File: src/rtl/playfair_digraph_stream_defines.svh
// Assertion macros shared by the Playfair digraph stream RTL.
`ifndef PLAYFAIR_DIGRAPH_STREAM_DEFINES_SVH
`define PLAYFAIR_DIGRAPH_STREAM_DEFINES_SVH

// Same-cycle implication, checked out of reset.
`define PFDS_ASSERT_IMPL(name, clk_s, rst_s, ante, cons, msg) \
    name: assert property (@(posedge clk_s) disable iff (!rst_s) (ante) |-> (cons)) \
        else $error(msg);

// Next-cycle implication, checked out of reset.
`define PFDS_ASSERT_NEXT(name, clk_s, rst_s, ante, cons, msg) \
    name: assert property (@(posedge clk_s) disable iff (!rst_s) (ante) |=> (cons)) \
        else $error(msg);

`endif

File: src/rtl/pfds_pkg.sv
`timescale 1ns / 1ps

package pfds_pkg;

    localparam int BUFFER_DEPTH_DEF = 32;

    localparam int ROWS       = 5;
    localparam int CELLS      = 25;
    localparam int KEY_CELLS  = 5;
    localparam int FILL_CELLS = 20;

    typedef logic [4:0] cell_t;
    typedef logic [2:0] pos_t;

    // ASCII
    localparam logic [7:0] CH_UPPER_A  = 8'd65;
    localparam logic [7:0] CH_UPPER_Z  = 8'd90;
    localparam logic [7:0] CH_LOWER_A  = 8'd97;
    localparam logic [7:0] CH_LOWER_Z  = 8'd122;
    localparam logic [7:0] CASE_OFFSET = 8'd32;
    localparam logic [7:0] CH_PAD      = 8'd88;   // 'X'

    // letter codes, A = 0
    localparam cell_t CODE_I    = 5'd8;
    localparam cell_t CODE_J    = 5'd9;
    localparam cell_t CODE_PAD  = 5'd23;
    localparam cell_t CODE_LAST = 5'd25;

    typedef enum logic [2:0] {
        REG_KEY_A     = 3'd0,
        REG_KEY_B     = 3'd1,
        REG_KEY_C     = 3'd2,
        REG_KEY_D     = 3'd3,
        REG_KEY_E     = 3'd4,
        REG_DIRECTION = 3'd5
    } cfg_reg_t;

    typedef enum logic [3:0] {
        ST_IDLE,
        ST_RB_CLR,
        ST_RB_SCAN,
        ST_LOCATE,
        ST_PLACE,
        ST_LOOK_A,
        ST_LOOK_B,
        ST_FL_READ,
        ST_FL_EMIT
    } state_t;

    typedef struct packed {
        logic take;
        logic rb_clear;
        logic rb_step;
        logic locate;
        logic place;
        logic look_a;
        logic look_b;
        logic fl_read;
        logic fl_emit;
    } cmd_t;

    typedef struct packed {
        logic key_wr;
        logic item_pair;
        logic item_flush;
        logic rb_done;
        logic out_free;
        logic fl_last;
    } stat_t;

    // table for the reset key A..E: key row, then F..Z without J
    function automatic cell_t default_cell(input int k);
        cell_t c;
        if (k < 9)
            c = cell_t'(k);
        else
            c = cell_t'(k + 1);
        return c;
    endfunction

    // one step around a row or column, forward when fwd is set
    function automatic pos_t step_mod5(input pos_t v, input logic fwd);
        pos_t r;
        if (fwd)
            r = (v == 3'd4) ? 3'd0 : 3'(v + 3'd1);
        else
            r = (v == 3'd0) ? 3'd4 : 3'(v - 3'd1);
        return r;
    endfunction

endpackage

File: src/rtl/pfds_ctrl.sv
`timescale 1ns / 1ps

`include "playfair_digraph_stream_defines.svh"

module pfds_ctrl
(
    input  logic             clk,
    input  logic             rst_n,
    input  logic             s_tvalid,
    output logic             s_tready,
    input  pfds_pkg::stat_t  stat,
    output pfds_pkg::cmd_t   cmd
);

    pfds_pkg::state_t state_reg;
    pfds_pkg::state_t state_next;

    always_ff @(posedge clk or negedge rst_n)
    begin
        if (!rst_n)
            state_reg <= pfds_pkg::ST_IDLE;
        else
            state_reg <= state_next;
    end

    // next state
    always_comb
    begin
        state_next = state_reg;
        if (stat.key_wr)
        begin
            state_next = pfds_pkg::ST_RB_CLR;   // any key write restarts the rebuild
        end
        else
        begin
            case (state_reg)
                pfds_pkg::ST_IDLE:
                begin
                    if (s_tvalid)
                    begin
                        if (stat.item_pair)
                            state_next = pfds_pkg::ST_LOCATE;
                        else if (stat.item_flush)
                            state_next = pfds_pkg::ST_FL_READ;
                    end
                end
                pfds_pkg::ST_RB_CLR:  state_next = pfds_pkg::ST_RB_SCAN;
                pfds_pkg::ST_RB_SCAN:
                begin
                    if (stat.rb_done)
                        state_next = pfds_pkg::ST_IDLE;
                end
                pfds_pkg::ST_LOCATE:  state_next = pfds_pkg::ST_PLACE;
                pfds_pkg::ST_PLACE:   state_next = pfds_pkg::ST_LOOK_A;
                pfds_pkg::ST_LOOK_A:  state_next = pfds_pkg::ST_LOOK_B;
                pfds_pkg::ST_LOOK_B:  state_next = pfds_pkg::ST_FL_READ;
                pfds_pkg::ST_FL_READ: state_next = pfds_pkg::ST_FL_EMIT;
                pfds_pkg::ST_FL_EMIT:
                begin
                    if (stat.out_free)
                        state_next = stat.fl_last ? pfds_pkg::ST_IDLE : pfds_pkg::ST_FL_READ;
                end
                default: state_next = pfds_pkg::ST_IDLE;
            endcase
        end
    end

    // outputs
    always_comb
    begin
        cmd      = '0;
        s_tready = 1'b0;
        case (state_reg)
            pfds_pkg::ST_IDLE:
            begin
                s_tready = !stat.key_wr;
                cmd.take = s_tvalid && !stat.key_wr;
            end
            pfds_pkg::ST_RB_CLR:  cmd.rb_clear = 1'b1;
            pfds_pkg::ST_RB_SCAN: cmd.rb_step  = 1'b1;
            pfds_pkg::ST_LOCATE:  cmd.locate   = 1'b1;
            pfds_pkg::ST_PLACE:   cmd.place    = 1'b1;
            pfds_pkg::ST_LOOK_A:  cmd.look_a   = 1'b1;
            pfds_pkg::ST_LOOK_B:  cmd.look_b   = 1'b1;
            pfds_pkg::ST_FL_READ: cmd.fl_read  = 1'b1;
            pfds_pkg::ST_FL_EMIT: cmd.fl_emit  = 1'b1;
            default:              cmd          = '0;
        endcase
    end

    `PFDS_ASSERT_NEXT(a_pair_goes_to_locate, clk, rst_n, cmd.take && stat.item_pair, state_reg == pfds_pkg::ST_LOCATE, "completed pair did not start the lookup")
    `PFDS_ASSERT_NEXT(a_rebuild_returns_idle, clk, rst_n, state_reg == pfds_pkg::ST_RB_SCAN && stat.rb_done && !stat.key_wr, state_reg == pfds_pkg::ST_IDLE, "table rebuild did not finish")

endmodule

File: src/rtl/pfds_datapath.sv
`timescale 1ns / 1ps

`include "playfair_digraph_stream_defines.svh"

module pfds_datapath
#(
    parameter int BUFFER_DEPTH = pfds_pkg::BUFFER_DEPTH_DEF
)
(
    input  logic             clk,
    input  logic             rst_n,
    input  pfds_pkg::cmd_t   cmd,
    output pfds_pkg::stat_t  stat,
    input  logic [7:0]       s_tdata,
    input  logic             s_tlast,
    input  logic             cfg_valid,
    input  logic [2:0]       cfg_index,
    input  logic [6:0]       cfg_data,
    output logic             m_tvalid,
    input  logic             m_tready,
    output logic [7:0]       m_tdata,
    output logic             m_tlast,
    output logic             m_tuser
);

    localparam int AW = $clog2(BUFFER_DEPTH);
    localparam int CW = $clog2(BUFFER_DEPTH + 1);

    // letter table and config
    pfds_pkg::cell_t table_reg [pfds_pkg::CELLS];
    logic            direction_reg;
    logic [4:0]      rb_ptr_reg;
    pfds_pkg::cell_t rb_code_reg;

    // held run
    logic [7:0]      store_mem [BUFFER_DEPTH];
    logic [7:0]      mem_q_reg;
    logic [CW-1:0]   count_reg;
    logic            held_reg;
    logic [AW-1:0]   first_slot_reg;
    pfds_pkg::cell_t first_code_reg;
    pfds_pkg::cell_t second_code_reg;
    logic            pair_reg;
    logic            overflow_reg;
    logic [AW-1:0]   rd_ptr_reg;

    // pair lookup
    logic            found_reg;
    pfds_pkg::pos_t  row_a_reg, col_a_reg, row_b_reg, col_b_reg;
    pfds_pkg::cell_t idx_a_reg, idx_b_reg;
    pfds_pkg::cell_t sub_a_reg, sub_b_reg;
    logic            subst_reg;

    // output stage
    logic            out_valid_reg;
    logic [7:0]      out_byte_reg;
    logic            out_last_reg;
    logic            out_user_reg;

    // ---------------- input decode ----------------
    logic [7:0]      cap_byte;
    logic            is_letter;
    pfds_pkg::cell_t in_code;
    logic            room;
    logic            wr_en;
    logic [7:0]      wr_data;
    logic            key_wr;

    always_comb
    begin
        if (s_tdata >= pfds_pkg::CH_LOWER_A && s_tdata <= pfds_pkg::CH_LOWER_Z)
            cap_byte = s_tdata - pfds_pkg::CASE_OFFSET;
        else
            cap_byte = s_tdata;
        is_letter = (cap_byte >= pfds_pkg::CH_UPPER_A) && (cap_byte <= pfds_pkg::CH_UPPER_Z);
        in_code   = 5'(cap_byte - pfds_pkg::CH_UPPER_A);
        // keep room for the letters still missing from the pair
        room = ((CW+1)'(count_reg) + (CW+1)'(2) - (CW+1)'(held_reg))
               < (CW+1)'(BUFFER_DEPTH);
        wr_en   = cmd.take && (s_tlast ? held_reg : (is_letter || room));
        wr_data = s_tlast ? pfds_pkg::CH_PAD : cap_byte;
    end

    assign key_wr = cfg_valid && (cfg_index <= pfds_pkg::REG_KEY_E);

    // ---------------- table: key row, rebuild sweep ----------------
    logic            rb_eligible;

    always_comb
    begin
        rb_eligible = (rb_code_reg != pfds_pkg::CODE_J);
        for (int i = 0; i < pfds_pkg::KEY_CELLS; i++)
        begin
            if (table_reg[i] == rb_code_reg)
                rb_eligible = 1'b0;
        end
    end

    always_ff @(posedge clk or negedge rst_n)
    begin
        if (!rst_n)
        begin
            for (int k = 0; k < pfds_pkg::CELLS; k++)
                table_reg[k] <= pfds_pkg::default_cell(k);
            direction_reg <= 1'b1;
            rb_ptr_reg    <= '0;
            rb_code_reg   <= '0;
        end
        else
        begin
            if (key_wr)
                table_reg[{2'b00, cfg_index}] <= 5'(cfg_data[4:0] - 5'd1);
            if (cfg_valid && cfg_index == pfds_pkg::REG_DIRECTION)
                direction_reg <= cfg_data[0];
            if (cmd.rb_clear)
            begin
                for (int k = pfds_pkg::KEY_CELLS; k < pfds_pkg::CELLS; k++)
                    table_reg[k] <= pfds_pkg::CODE_LAST;
                rb_ptr_reg  <= '0;
                rb_code_reg <= '0;
            end
            if (cmd.rb_step)
            begin
                if (rb_eligible && rb_ptr_reg < 5'(pfds_pkg::FILL_CELLS))
                begin
                    table_reg[5'(pfds_pkg::KEY_CELLS) + rb_ptr_reg] <= rb_code_reg;
                    rb_ptr_reg <= rb_ptr_reg + 5'd1;
                end
                rb_code_reg <= rb_code_reg + 5'd1;
            end
        end
    end

    // ---------------- store memory ----------------
    always_ff @(posedge clk)
    begin
        if (wr_en)
            store_mem[count_reg[AW-1:0]] <= wr_data;
        if (cmd.fl_read)
            mem_q_reg <= store_mem[rd_ptr_reg];
    end

    // ---------------- locate and place ----------------
    logic            fa, fb;
    pfds_pkg::pos_t  ra, ca, rb, cb;
    pfds_pkg::pos_t  nra, nca, nrb, ncb;
    pfds_pkg::cell_t look_idx;
    pfds_pkg::cell_t look_cell;

    always_comb
    begin
        fa = 1'b0; ra = '0; ca = '0;
        fb = 1'b0; rb = '0; cb = '0;
        // scan from the end so the first match in row-major order wins
        for (int r = pfds_pkg::ROWS - 1; r >= 0; r--)
        begin
            for (int c = pfds_pkg::ROWS - 1; c >= 0; c--)
            begin
                if (table_reg[r*pfds_pkg::ROWS + c] == first_code_reg ||
                    (first_code_reg == pfds_pkg::CODE_J &&
                     table_reg[r*pfds_pkg::ROWS + c] == pfds_pkg::CODE_I))
                begin
                    fa = 1'b1; ra = 3'(r); ca = 3'(c);
                end
                if (table_reg[r*pfds_pkg::ROWS + c] == second_code_reg ||
                    (second_code_reg == pfds_pkg::CODE_J &&
                     table_reg[r*pfds_pkg::ROWS + c] == pfds_pkg::CODE_I))
                begin
                    fb = 1'b1; rb = 3'(r); cb = 3'(c);
                end
            end
        end
    end

    always_comb
    begin
        nra = row_a_reg; nca = col_a_reg;
        nrb = row_b_reg; ncb = col_b_reg;
        if (row_a_reg == row_b_reg)
        begin
            nca = pfds_pkg::step_mod5(col_a_reg, direction_reg);
            ncb = pfds_pkg::step_mod5(col_b_reg, direction_reg);
        end
        else if (col_a_reg == col_b_reg)
        begin
            nra = pfds_pkg::step_mod5(row_a_reg, direction_reg);
            nrb = pfds_pkg::step_mod5(row_b_reg, direction_reg);
        end
        else
        begin
            nca = col_b_reg;
            ncb = col_a_reg;
        end
        look_idx  = cmd.look_b ? idx_b_reg : idx_a_reg;
        look_cell = table_reg[look_idx];
    end

    always_ff @(posedge clk)
    begin
        if (cmd.locate)
        begin
            row_a_reg <= ra; col_a_reg <= ca;
            row_b_reg <= rb; col_b_reg <= cb;
        end
        if (cmd.place)
        begin
            idx_a_reg <= {nra, 2'b00} + {2'b00, nra} + {2'b00, nca};
            idx_b_reg <= {nrb, 2'b00} + {2'b00, nrb} + {2'b00, ncb};
        end
        if (cmd.look_a)
            sub_a_reg <= look_cell;
        if (cmd.look_b)
            sub_b_reg <= look_cell;
    end

    // ---------------- run control ----------------
    logic            emit;
    logic            fl_last;
    logic [7:0]      emit_byte;

    assign stat.out_free = !out_valid_reg || m_tready;
    assign fl_last       = (CW'(rd_ptr_reg) + CW'(1)) == count_reg;
    assign emit          = cmd.fl_emit && stat.out_free;

    always_comb
    begin
        if (subst_reg && rd_ptr_reg == first_slot_reg)
            emit_byte = pfds_pkg::CH_UPPER_A + {3'b000, sub_a_reg};
        else if (subst_reg && fl_last)
            emit_byte = pfds_pkg::CH_UPPER_A + {3'b000, sub_b_reg};
        else
            emit_byte = mem_q_reg;
    end

    always_ff @(posedge clk or negedge rst_n)
    begin
        if (!rst_n)
        begin
            count_reg       <= '0;
            held_reg        <= 1'b0;
            first_slot_reg  <= '0;
            first_code_reg  <= '0;
            second_code_reg <= '0;
            pair_reg        <= 1'b0;
            overflow_reg    <= 1'b0;
            rd_ptr_reg      <= '0;
            found_reg       <= 1'b0;
            subst_reg       <= 1'b0;
        end
        else
        begin
            if (cmd.take)
            begin
                subst_reg  <= 1'b0;
                rd_ptr_reg <= '0;
                if (s_tlast)
                begin
                    pair_reg <= held_reg;
                    if (held_reg)
                    begin
                        count_reg       <= count_reg + CW'(1);
                        second_code_reg <= pfds_pkg::CODE_PAD;
                    end
                end
                else if (is_letter)
                begin
                    count_reg <= count_reg + CW'(1);
                    if (!held_reg)
                    begin
                        held_reg       <= 1'b1;
                        first_slot_reg <= count_reg[AW-1:0];
                        first_code_reg <= in_code;
                    end
                    else
                    begin
                        second_code_reg <= in_code;
                        pair_reg        <= 1'b1;
                    end
                end
                else if (room)
                begin
                    count_reg <= count_reg + CW'(1);
                end
                else
                begin
                    overflow_reg <= 1'b1;
                end
            end
            if (cmd.locate)
                found_reg <= fa && fb;
            if (cmd.place)
                subst_reg <= pair_reg && found_reg;
            if (emit)
            begin
                rd_ptr_reg <= rd_ptr_reg + AW'(1);
                if (fl_last)
                begin
                    count_reg      <= '0;
                    held_reg       <= 1'b0;
                    first_slot_reg <= '0;
                    pair_reg       <= 1'b0;
                    subst_reg      <= 1'b0;
                end
            end
        end
    end

    // ---------------- output register ----------------
    always_ff @(posedge clk or negedge rst_n)
    begin
        if (!rst_n)
            out_valid_reg <= 1'b0;
        else if (emit)
            out_valid_reg <= 1'b1;
        else if (m_tready)
            out_valid_reg <= 1'b0;
    end

    always_ff @(posedge clk)
    begin
        if (emit)
        begin
            out_byte_reg <= emit_byte;
            out_last_reg <= fl_last;
            out_user_reg <= overflow_reg;
        end
    end

    assign m_tvalid = out_valid_reg;
    assign m_tdata  = out_byte_reg;
    assign m_tlast  = out_last_reg;
    assign m_tuser  = out_user_reg;

    assign stat.key_wr     = key_wr;
    assign stat.item_pair  = held_reg && (s_tlast || is_letter);
    assign stat.item_flush = s_tlast && !held_reg && (count_reg != '0);
    assign stat.rb_done    = (rb_code_reg == pfds_pkg::CODE_LAST);
    assign stat.fl_last    = fl_last;

    `PFDS_ASSERT_IMPL(a_held_leaves_room, clk, rst_n, held_reg && !pair_reg, count_reg < CW'(BUFFER_DEPTH), "letter held with no room left for its partner")
    `PFDS_ASSERT_NEXT(a_flush_clears_run, clk, rst_n, emit && fl_last, count_reg == '0 && !held_reg, "run not cleared after its last item")

endmodule

File: src/rtl/playfair_digraph_stream.sv
`timescale 1ns / 1ps

// Channel  | Dir | Handshake            | Payload
// ---------+-----+----------------------+----------------------------------------
// s_       | in  | s_tvalid / s_tready  | s_tdata = in_byte, s_tlast = end_of_input
// m_       | out | m_tvalid / m_tready  | m_tdata = out_byte, m_tlast = run_last,
//          |     |                      | m_tuser = overflow (sticky)
// cfg_     | in  | cfg_valid / cfg_ready| cfg_index = register, cfg_data = value
//
// An item that holds back (non-letter, first letter) is taken without leaving idle.
// Completing a pair runs the table lookup (locate, place, two table reads),
// then a store read and an output load for each byte of the run.
// Key writes rebuild rows 1..4 of the table; s_tready is low
// meanwhile. cfg_ready is always high.
// Reset loads the table for key ABCDE directly; no clearing pass. A stalled
// m_tready holds the current item and freezes the flush.

module playfair_digraph_stream
#(
    parameter int BUFFER_DEPTH = pfds_pkg::BUFFER_DEPTH_DEF
)
(
    input  logic       clk,
    input  logic       rst_n,

    input  logic       s_tvalid,
    output logic       s_tready,
    input  logic [7:0] s_tdata,     // [7:0] in_byte
    input  logic       s_tlast,     // end of text: pad lone letter, flush

    output logic       m_tvalid,
    input  logic       m_tready,
    output logic [7:0] m_tdata,     // [7:0] out_byte
    output logic       m_tlast,     // last item of the run
    output logic       m_tuser,     // [0] overflow

    input  logic       cfg_valid,
    output logic       cfg_ready,
    input  logic [2:0] cfg_index,
    input  logic [6:0] cfg_data
);

    pfds_pkg::cmd_t  cmd;
    pfds_pkg::stat_t stat;

    // config writes never stall
    assign cfg_ready = 1'b1;

    // sequencer: item intake, table rebuild, pair lookup, run flush
    pfds_ctrl u_ctrl
    (
        .clk      (clk),
        .rst_n    (rst_n),
        .s_tvalid (s_tvalid),
        .s_tready (s_tready),
        .stat     (stat),
        .cmd      (cmd)
    );

    // table, run store, lookup pipeline and output register
    pfds_datapath
    #(
        .BUFFER_DEPTH (BUFFER_DEPTH)
    )
    u_datapath
    (
        .clk       (clk),
        .rst_n     (rst_n),
        .cmd       (cmd),
        .stat      (stat),
        .s_tdata   (s_tdata),
        .s_tlast   (s_tlast),
        .cfg_valid (cfg_valid),
        .cfg_index (cfg_index),
        .cfg_data  (cfg_data),
        .m_tvalid  (m_tvalid),
        .m_tready  (m_tready),
        .m_tdata   (m_tdata),
        .m_tlast   (m_tlast),
        .m_tuser   (m_tuser)
    );

endmodule
File: config.mk
export PLATFORM = sky130hd
export DESIGN_NAME = playfair_digraph_stream
export DESIGN_NICKNAME = d
export VERILOG_FILES = /design/src/rtl/pfds_pkg.sv /design/src/rtl/pfds_ctrl.sv /design/src/rtl/pfds_datapath.sv /design/src/rtl/playfair_digraph_stream.sv
export VERILOG_INCLUDE_DIRS = /design/src /design/src/rtl
export SDC_FILE = /design/constraint.sdc
export NUM_CORES = 1
export LEC_CHECK = 0
export BUFFER_PORTS_ARGS = -buffer_cell sky130_fd_sc_hd__buf_4
export CAP_MARGIN = 20
export CORE_MARGIN = 2
export CORE_UTILIZATION = 50
export CTS_CLUSTER_SIZE = 20
export DETAILED_ROUTE_END_ITERATION = 7
export GPL_ROUTABILITY_DRIVEN = 0
export PLACE_DENSITY_LB_ADDON = 0.15
export SYNTH_ARGS = -nofsm -noshare
export SYNTH_HDL_FRONTEND = slang
export SYNTH_HIERARCHICAL = 1
export SYNTH_SLANG_ARGS = --single-unit
export TNS_END_PERCENT = 10
File: constraint.sdc
create_clock -name clk -period 4.8 [get_ports clk]
set_input_delay 0.96 -clock clk [delete_from_list [all_inputs] [get_ports clk]]
set_output_delay 0.96 -clock clk [all_outputs]
set_load 0.05 [all_outputs]
==> flow_metrics.py <==
metrics = {
    "outcome": {
        "status": "complete, no violations",
    },
    "logic_synthesis": {
        "synth.avg_cell_area_um2": 12.09,
        "syn_nets": 2324,
        "netlist_area_um2": 27100,
        "async_flop_share_pct": 35.98,
        "synth_area_leaders": "edfxtp_1 34%, dfrtp_1 11%, mux4_2 9.1%",
        "ys_seq_area_share_pct": 50.05,
        "syn_inst": 2241,
        "synth_flop_cell": "edfxtp_1",
        "ys_ff_latch": 478,
        "yosysUniqueCellTypes": 88,
        "synth_top_area_share_pct": 33.91,
        "ys_warn_count": 6,
        "synth_largest_area_cell": "edfxtp_1",
        "synth-edff-count": 306,
    },
    "sta": {
        "post-route-min-period_ns": 3.793,
        "relSlewSlack_pct": 25.83,
        "hold_viol": 0,
        "drv_slew": 0,
        "setup_violations": 0,
        "rsz0062_at_grt": "no",
        "post-route-period-util_pct": 79.03,
        "hold_slack_ns": 0.4138,
        "fin_setup_tns_ns": 0,
        "clock_skew_ns": 0.01397,
        "tightest_slew_ns": 1.111,
        "fmax_mhz": 263.6,
    },
    "setup_path": {
        "crit_start": "u_ctrl/state_reg[2]$_DFFE_PN0P_",
        "critPathTopFamily": "multiplexers",
        "path_common_cell": "buf_4",
        "r2r-start": "u_ctrl/state_reg[2]$_DFFE_PN0P_",
        "reg2reg_slack_ns": 1.01,
        "crit_type": "flop to flop",
        "rr_worst_depth": 10,
        "required_ns": 5.07,
        "worstPathMaxFanout": 20,
        "r2r_end": "u_datapath/sub_a_reg[3]$_DFFE_PP_",
        "endpoint_kind": "flop",
        "critical_path_depth": 10,
        "cp_data_arrival_time_ns": 4.06,
        "critPathCapture": "u_datapath/sub_a_reg[3]$_DFFE_PP_",
        "crit_chain": "nand2b_1, nor2_1, buf_4, mux2i_4, buf_4, mux4_2, mux2i_1, nand2_1, o21ai_0, a21oi_1",
        "cpMaxStageDelayCell": "mux2i_4",
        "critical_path_buf_inv_count": 2,
        "max_stage_delay_ns": 0.74,
        "startpoint_type": "flop",
    },
    "finish": {
        "drive_gt1_share_pct": 18.92,
        "utilization_pct": 55.59,
        "fin_nets": 2309,
        "seqCellArea_um2": 13570,
        "layout_common_cells": "306 x edfxtp_1, 250 x xnor2_1, 195 x nand2_1, 166 x nor2_1, 126 x mux2i_1",
        "layout_commonest_cell": "edfxtp_1",
        "fill_cells": 4437,
        "syn_to_final_growth_pct": 10.16,
        "largest_register_ffs": 256,
        "stdcell_area_um2": 29850,
        "multi_input_area_um2": 12700,
    },
    "pwr": {
        "p_seq_share_pct": 37.1,
        "netSwitchingFraction_pct": 35.32,
        "p_switching_mw": 5.145,
        "total_leakage_power_nw": 10.15,
        "power_density_nw_per_um2": 487.9,
        "p_int_mw": 9.422,
        "pwr-share-comb_pct": 33.6,
        "clockPowerShare_pct": 29.3,
        "ir_worst_vdd_v": 0.0003006,
    },
    "route": {
        "wl_per_cell_um": 24.48,
        "ant_nets": 0,
        "via_per_inst": 6.176,
        "dr.pass1.iters": 6,
        "drt_iter0_drc": 1869,
        "drc": 0,
        "vias": 18310,
        "drt-total-wl_um": 72600,
    },
    "placed_design": {
        "postPlaceCellArea_um2": 27970,
        "dp_hpwl_um": 48030,
        "port_buffers": 33,
    },
    "floorplanning": {
        "start_util_pct": 50.46,
        "num_rows": 85,
        "design.core.area_um2": 53710,
        "die-area_um2": 56080,
        "die_w_um": 236.8,
        "die_h_um": 236.8,
        "ios": 37,
    },
    "worst_hold_path": {
        "min_path_type": "input port to async pin",
    },
    "flow_run": {
        "maxCapViolations": 0,
    },
    "global_route": {
        "first_global_vias": 18180,
        "grt-ovfl-total": 0,
        "grtUsageTotal_pct": 26.37,
        "grt_max_degree": 88,
        "grt_pass1_wl_um": 112400,
        "antenna_found_initial": 3,
    },
    "clock_tree": {
        "h-tree-depth": 2,
        "cts_sinks": 478,
        "cts_resized": 0,
        "holdBufCountCts": 0,
        "postCtsSetupBuffers": 0,
        "clockBufferDepth": 3,
        "cts_root_buf": "clkbuf_16",
        "cts_buffers": 50,
        "clk_latency_ns": 0.62,
        "clk_pin_slew_ns": 0.06,
        "cts_tree": "done",
    },
}
synthesized netlist by cell type, types with 11 or more instances:
library cell / count
a21oi_1: 52
a31oi_1: 11
buf_2: 54
clkbuf_1: 68
dfrtp_1: 116
dfstp_2: 56
edfxtp_1: 306
ha_1: 55
inv_1: 51
mux2_2: 38
mux2i_1: 129
mux4_2: 110
nand2_1: 195
nand2b_1: 23
nand3_1: 78
nor2_1: 169
nor2_2: 17
nor2b_1: 28
nor3_1: 32
nor4_1: 28
o21ai_0: 56
o22ai_1: 40
o31ai_1: 12
xnor2_1: 250
xor2_1: 67
per-stage QoR:
stage | total power [mW] | instances | setup WS [ns]
4_1_cts | 14.61 | 2962 | 1.080
2_1_floorplan | 9.009 | 2241 | 1.040
5_1_grt | 15.27 | 2964 | 0.8233
3_3_place_gp | 10.17 | 2867 | 1.041
6_report | 14.57 | 2965 | 1.007
3_5_place_dp | 10.33 | 2868 | 1.005
power groups by stage:
stage / clock network (mW) / registers, mW / logic [mW]
after detailed placement: 0 / 5.48 / 4.85
after global placement: 0 / 5.46 / 4.71
after floorplan: 0 / 5.04 / 3.97
after CTS: 4.35 / 5.40 / 4.87
final: 4.26 / 5.41 / 4.90
after global routing: 4.51 / 5.46 / 5.30
layout make-up:
type	count	area share, %
Sequential cell	478	45.45
Multi-Input combinational cell	1562	42.54
Clock buffer	58	4.572
Tap cell	696	2.917
Timing Repair Buffer	81	2.251
Clock inverter	36	1.593
Inverter	53	0.6664
Antenna cell	1	0.008382
worst register-to-register path, cell delays in order, from the launching register on:
cell and delay, ns:
dfrtp_1 0.62, nand2b_1 0.18, nor2_1 0.16, buf_4 0.26, mux2i_4 0.75, buf_4 0.44, mux4_2 0.40, mux2i_1 0.27
nand2_1 0.08, o21ai_0 0.09, a21oi_1 0.20
logic make-up after synthesis:
logic type                 count (synthesis)  synth area share, %
other                                      1              0.01384
buffers and inverters                    201                3.329
muxes                                    277                15.48
AOI/OAI and AO/OA                        250                6.159
DFF                                      478                50.05
xor gates and xnor gates                 317                10.24
adders and majority gates                 59                2.835
and+or+nand+nor                          658                11.89
worst min-delay path by stage:
stage	cells after the start	from	to	slack (ns)
floorplan	0	u_datapath/overflow_reg$_DFFE_PN0P_	u_datapath/m_tuser$_DFFE_PP_	0.42
global placement	0	u_datapath/overflow_reg$_DFFE_PN0P_	u_datapath/m_tuser$_DFFE_PP_	0.48
detailed placement	0	u_datapath/overflow_reg$_DFFE_PN0P_	u_datapath/m_tuser$_DFFE_PP_	0.49
CTS	1	rst_n	u_datapath/table_reg[116]$_DFF_PN0_	0.44
global route	1	rst_n	u_datapath/table_reg[123]$_DFF_PN0_	0.46
finish	1	rst_n	u_datapath/table_reg[103]$_DFF_PN0_	0.41
per-layer routing:
| layer | track usage (%) | routed length, um | vias to the layer above |
|---|---|---|---|
| met5 | 0 | 40 | - |
| met4 | 7.173 | 1662 | 6 |
| met3 | 4.395 | 5323 | 123 |
| met2 | 40.08 | 32640 | 754 |
| met1 | 39.30 | 32930 | 9317 |
| li1 | - | - | 8112 |
Note: power is estimated with default switching activity, not from simulation.
